`src/scfl_head_tbl.sv`:
```
// scfl_head_tbl: per class free list heads, single port with registered read
// entries not yet written since reset read as the empty list (zero)
// no package dependencies

module scfl_head_tbl #(
  parameter int unsigned NUM_CLASSES = 64,
  parameter int unsigned HEAD_W      = 14
) (
  input  logic                           clk_i,
  input  logic                           rst_ni,
  input  logic                           we_i,
  input  logic [$clog2(NUM_CLASSES)-1:0] addr_i,
  input  logic [HEAD_W-1:0]              wdata_i,
  output logic [HEAD_W-1:0]              rd_data_o
);

  logic [HEAD_W-1:0]      head_mem [NUM_CLASSES];
  logic [NUM_CLASSES-1:0] vld_q;
  logic [HEAD_W-1:0]      rd_q;

  always_ff @(posedge clk_i or negedge rst_ni) begin
    if (!rst_ni) begin
      vld_q <= '0;
    end else if (we_i) begin
      vld_q[addr_i] <= 1'b1;
    end
  end

  always_ff @(posedge clk_i) begin
    if (we_i) begin
      head_mem[addr_i] <= wdata_i;
    end
    rd_q <= vld_q[addr_i] ? head_mem[addr_i] : '0;
  end

  assign rd_data_o = rd_q;

endmodule

```
`config.mk`:
```
export PLATFORM = sky130hd
export DESIGN_NAME = scfl_head_tbl
export DESIGN_NICKNAME = d
export VERILOG_FILES = /design/src/scfl_head_tbl.sv
export SDC_FILE = /design/constraint.sdc
export NUM_CORES = 1
export LEC_CHECK = 0
export BUFFER_PORTS_ARGS = -buffer_cell sky130_fd_sc_hd__buf_2
export CAP_MARGIN = 25
export CORE_MARGIN = 2
export CORE_UTILIZATION = 35
export CTS_BUF_LIST = sky130_fd_sc_hd__clkbuf_2
export DETAILED_ROUTE_END_ITERATION = 12
export PLACE_DENSITY = 0.5
export SKIP_CTS_REPAIR_TIMING = 1
export SLEW_MARGIN = 30
export SYNTH_ARGS = -nofsm -noshare
export SYNTH_HDL_FRONTEND = slang
export SYNTH_SLANG_ARGS = --single-unit
export TNS_END_PERCENT = 5
```
`constraint.sdc`:
```
create_clock -name clk_i -period 2.18 [get_ports clk_i]
set_input_delay 0.109 -clock clk_i [delete_from_list [all_inputs] [get_ports clk_i]]
set_output_delay 0.109 -clock clk_i [all_outputs]
set_load 0.03 [all_outputs]
```
Word-level counts from Yosys, hierarchy flattened
Memories as Yosys holds them, arrays and structs flattened. A register that Yosys moved wholly into a read port is not among the register bits.
Cells that the tools add are included.
Widths: inputs -> output; s select.

storage, ports and cells
  logic and storage cells = 13
  memory bits (writable) = 896
  bits in registers = 64
  output and inout port bits = 14
  memories kept = 1

memories
  memory    depth  width  read ports  clocked after memory_dff  write ports  RTL line  source
  head_mem  64     14     1           1                         1            17        logic [HEAD_W-1:0] head_mem [NUM_CLASSES];

operators by class
  order comparisons = 2
  reductions and logical operators = 2
  muxes and demuxes = 6
  bitwise operators = 1

operator list
  cell                number
  $or 64x64->64       1
  $lt 6x7->1 const B  1
  $bmux 1 s6          1
  $demux 1 s6         1
  $ge 6x1->1 const B  1
  $mux 1              4
  $logic_and 1x1->1   1
  $logic_not 1->1     1

Longest topological paths before layout
  word-level depth = 5
  gate-level depth with buffers = 12
  gate-level depth less buffers = 6

Worst setup path after synthesis
No wires, ideal clock.

  path type = input -> register
  start = in addr_i[1]
  end = mem head_mem[12][0] (enable)
  slack = -0.306 ns
  buffers on the path = 5
  data arrival time = 2.101 ns
  stages on the path = 8
  path through = buf_4 > buf_4 > nor2_1 > buf_2 > buf_1 > buf_2 > nand3_1 > nor2_1

RTL lines
  what                RTL line  source
  start: declaration  12        input logic [$clog2(NUM_CLASSES)-1:0] addr_i,
  end: declaration    17

Straight into the memory's write port.

Worst setup path in the final report
  start = in addr_i[4]
  end = mem head_mem[36][12] (enable)

Straight into the memory's write port.

==> impl_summary.md <==
CTS
Clock tree synthesis found a total of between 900 and 1000 sinks. The number of buffers on the longest clock path is 3. TritonCTS built the clock tree. The root buffer selected by CTS is clkbuf_2.

The number of clock buffers inserted by TritonCTS is around 240. The clock-pin transition on the worst setup and hold timing paths is approximately 0.12 ns. For the worst-skew pair, the clock arrives at the later sink with an insertion delay of between 1.5 and 2 ns. The H-tree level count is 4.

Detailed routing
The iteration count of the initial detailed-routing pass is 5. The remaining routing DRC violations is 0. The routed layout has between 20000 and 25000 vias. Once detail routing completed, the nets flagged for antenna violations numbered 0. Wires add up to 130.2 mm. The average wire per standard cell is 29.13 µm. In this run, the number of DRC markers left after iteration 0 of detailed routing was roughly 2500. The routed via count divided by cell count is between 5 and 6.

Critical path
The cell family contributing the most delay on the critical path is buffers and inverters. The category of the worst setup path capture point is a flip-flop. The slowest stage of the critical path is the dlygate4sd3_1 cell. The nature of the critical path startpoint is an input pin. The critical path required time is about 3.4 ns.

The number of buffers and inverters on the critical path is 7. The class of the most critical setup path is input pin to flip-flop. Traced cell by cell, the critical path runs through buf_2, dlygate4sd3_1, buf_4, or3b_2, dlygate4sd3_1, buf_4, nor2_4, dlygate4sd3_1, buf_12.

The most repeated library cell on the critical path is dlygate4sd3_1. The largest fanout on the critical path is 15. The setup slack of the most critical reg-to-reg path is around 0.010 ns. The biggest cell delay along the critical path is around 0.72 ns. The data arrival time of the critical path is about 3.6 ns.

Die
The height of the die is between 300 and 400 µm. The die is 331.0 µm wide. The total I/O pin count is 37. The initial utilization of the core area, before any placement, comes to 0.3541. In this run the core area contains between 100 and 150 standard-cell rows. The die area is between 0.1 and 0.15 mm². The total area inside the core boundary comes to approximately 0.11 mm².

Placed design
Once detailed placement completed, the half-perimeter wirelength came to slightly below 90 mm. The instance area after placement is around 0.044 mm². The pre-CTS setup slack is -0.4697 ns. The count of buffers added on input and output ports is 36. The final weighted congestion in routability-driven placement is approximately 0.95.

Synth
The netlist area before placement is about 0.037 mm². For this run, the register share of the synthesized area comes to 0.7691. The synthesized area divided by synthesized cell count is 16.68 µm².

The largest total area in the synthesized netlist belongs to edfxtp_1. For this run, asynchronously set or reset flops after synthesis account for 0.06571. The net count after synthesis is 2267. The synthesized netlist cell count is ~2200. The number of different library cells used by synthesis comes to 71. By count the netlist is led by edfxtp_1 (896), a22oi_1 (174), nor2_1 (124). The register bit total from synthesis is approximately 970.

The area share of the largest cell type after synthesis is 0.7188. Yosys mapped a number of flops with a built-in enable equal to about 900. The most frequently used flop master after synthesis is edfxtp_1. Yosys attributes the largest share of cell area to edfxtp_1 (72%), dfrtp_1 (4.3%), a22oi_1 (3.5%), a221oi_1 (2.6%), mux2i_1 (2.0%).

The warning count from the yosys run is 0. The most common cell in the synthesized netlist is edfxtp_1.

Flow run
The tool flagged a number of max-cap violations equal to 0.

Worst hold path
The path type of the worst min-delay path is input pin to flip-flop.

Global route
Summed over all layers, the global routing overflow is 0. The wire length of the first global-routing pass is around 180 mm. The via count of the first global-routing pass is 24430.

The maximum number of pins on one net before global-route repair is 65. The number of antenna violations at the first check in global routing is 5. For this run, the total global-route usage over all layers was measured as 0.2363.

Finish
With fillers left out, the area of the finished cells amounts to about 0.047 mm². After the last flow step, the layout net total stands at approximately 2900. The share of the core filled with cells is 0.4411. Of the cells placed in the final design, the portion with a size suffix greater than 1 is 0.3435. The signed area change from the synthesized netlist to the final layout is 24.57%.

Pwr
The power density over cell area is 783.6 mW/mm². The worst IR drop on VDD is 0.0004123 V. The leakage power figure is 16.23 nW.

Timing
The number of hold-slack violations in the final timing report was 0. Dividing the final minimum period by the clock period gives 1.088. The headroom to the max-slew limit is 0.2511. The clock period minus worst slack is approximately 2.4 ns. The final worst clock skew is between 0.1 and 0.15 ns. The achievable frequency is between 0.4 and 0.5 GHz. The number of pins exceeding their max-slew limit in the final report is 0. The transition time at the pin with the least slew margin is about 1.1 ns.

The final critical-path setup slack is -0.1920 ns. The number of failing setup endpoints in the final timing report is 29. Setup repair after global routing could not meet its margin everywhere.

Run status
The checks that failed: setup timing. The run finished, with violations left.
==> cells in the final DEF (no fill, tap or decap), types with 17 or more instances in the layout <==
master and count:
edfxtp_1 896, clkbuf_2 343, buf_4 342, a22oi_1 174, a221oi_1 111, buf_12 108
nor2_1 81, mux2i_1 73, nand2_1 69, clkinv_1 68, dlygate4sd3_1 67, or2_2 65
dfrtp_1 64, o21ai_0 63, a21oi_1 59, o22ai_1 49, nor2_2 33, mux2_2 33
nand3b_1 20, a31oi_1 19, buf_2 18, nand3_1 17, nor3_1 17
==> metal layers <==
layer	wire length, µm	GRT usage
met1	55630	0.3221
met2	62460	0.3802
met3	8758	0.04581
met4	3334	0.07932
met5	14	0
==> cell families after synthesis <==
family,synth area share
compound gates,0.1186
flops,0.7691
mux,0.04028
buf+inv,0.02103
simple gates,0.05101
==> tightest hold or removal path, cell delays in order <==
cell	delay (ns)
dlygate4sd3_1	0.54
buf_6	0.20
buf_4	0.18
buf_4	0.23
o22a_1	0.24
a31oi_1	0.12
==> flip-flops by register name (all words and copies together) (netlist names) <==
| register | flops |
|---|---|
| head_mem | 896 |
| vld_q | 64 |
| rd_data_o | 14 |
==> where the power goes <==
part | leakage [nW] | switching [mW] | internal [mW]
Sequential | 8.99 | 0.226 | 20.8
Clock | 1.67 | 7.50 | 4.70
Combinational | 5.58 | 2.01 | 1.35
Total | 16.2 | 9.74 | 26.8
==> per-stage QoR <==
| stage | hold slack [ns] | total power, mW | instances | TNS (ns) |
|---|---|---|---|---|
| after floorplan | -0.1866 | 22.63 | 2244 | -126.26 |
| after global placement | 0.1589 | 24.50 | 3953 | -12.79 |
| after detailed placement | 0.1615 | 24.55 | 3953 | -14.12 |
| after CTS | -1.606 | 36.69 | 4392 | -4.935 |
| after global routing | -0.02907 | 38.09 | 4469 | -2.500 |
| final | 0.1030 | 36.54 | 4470 | -2.295 |
==> area by class of cell <==
cell class,instances,area (µm²)
flip-flops and latches,974,28840
well taps,1391,1740
diodes,8,20.02
repair buffers,553,5715
fillers,9563,59090
multi-input cells,1101,8080
clock buffers,343,1717
inverters,4,15.01
clock inverters,96,501.7
==> worst paths after layout <==
path | startpoint | to | cells past startpoint
setup / recovery | addr_i[4] | head_mem[36][12] | 9
hold / removal | addr_i[0] | rd_data_o[0] | 6
setup reg to reg | vld_q[32] | rd_data_o[9] | 7
hold reg to reg | vld_q[26] | vld_q[26] | 1
max in group asynchronous | rst_ni | vld_q[47] | 6
min in group asynchronous | rst_ni | vld_q[32] | 5
No activity file was read; power rests on OpenSTA's default activity.
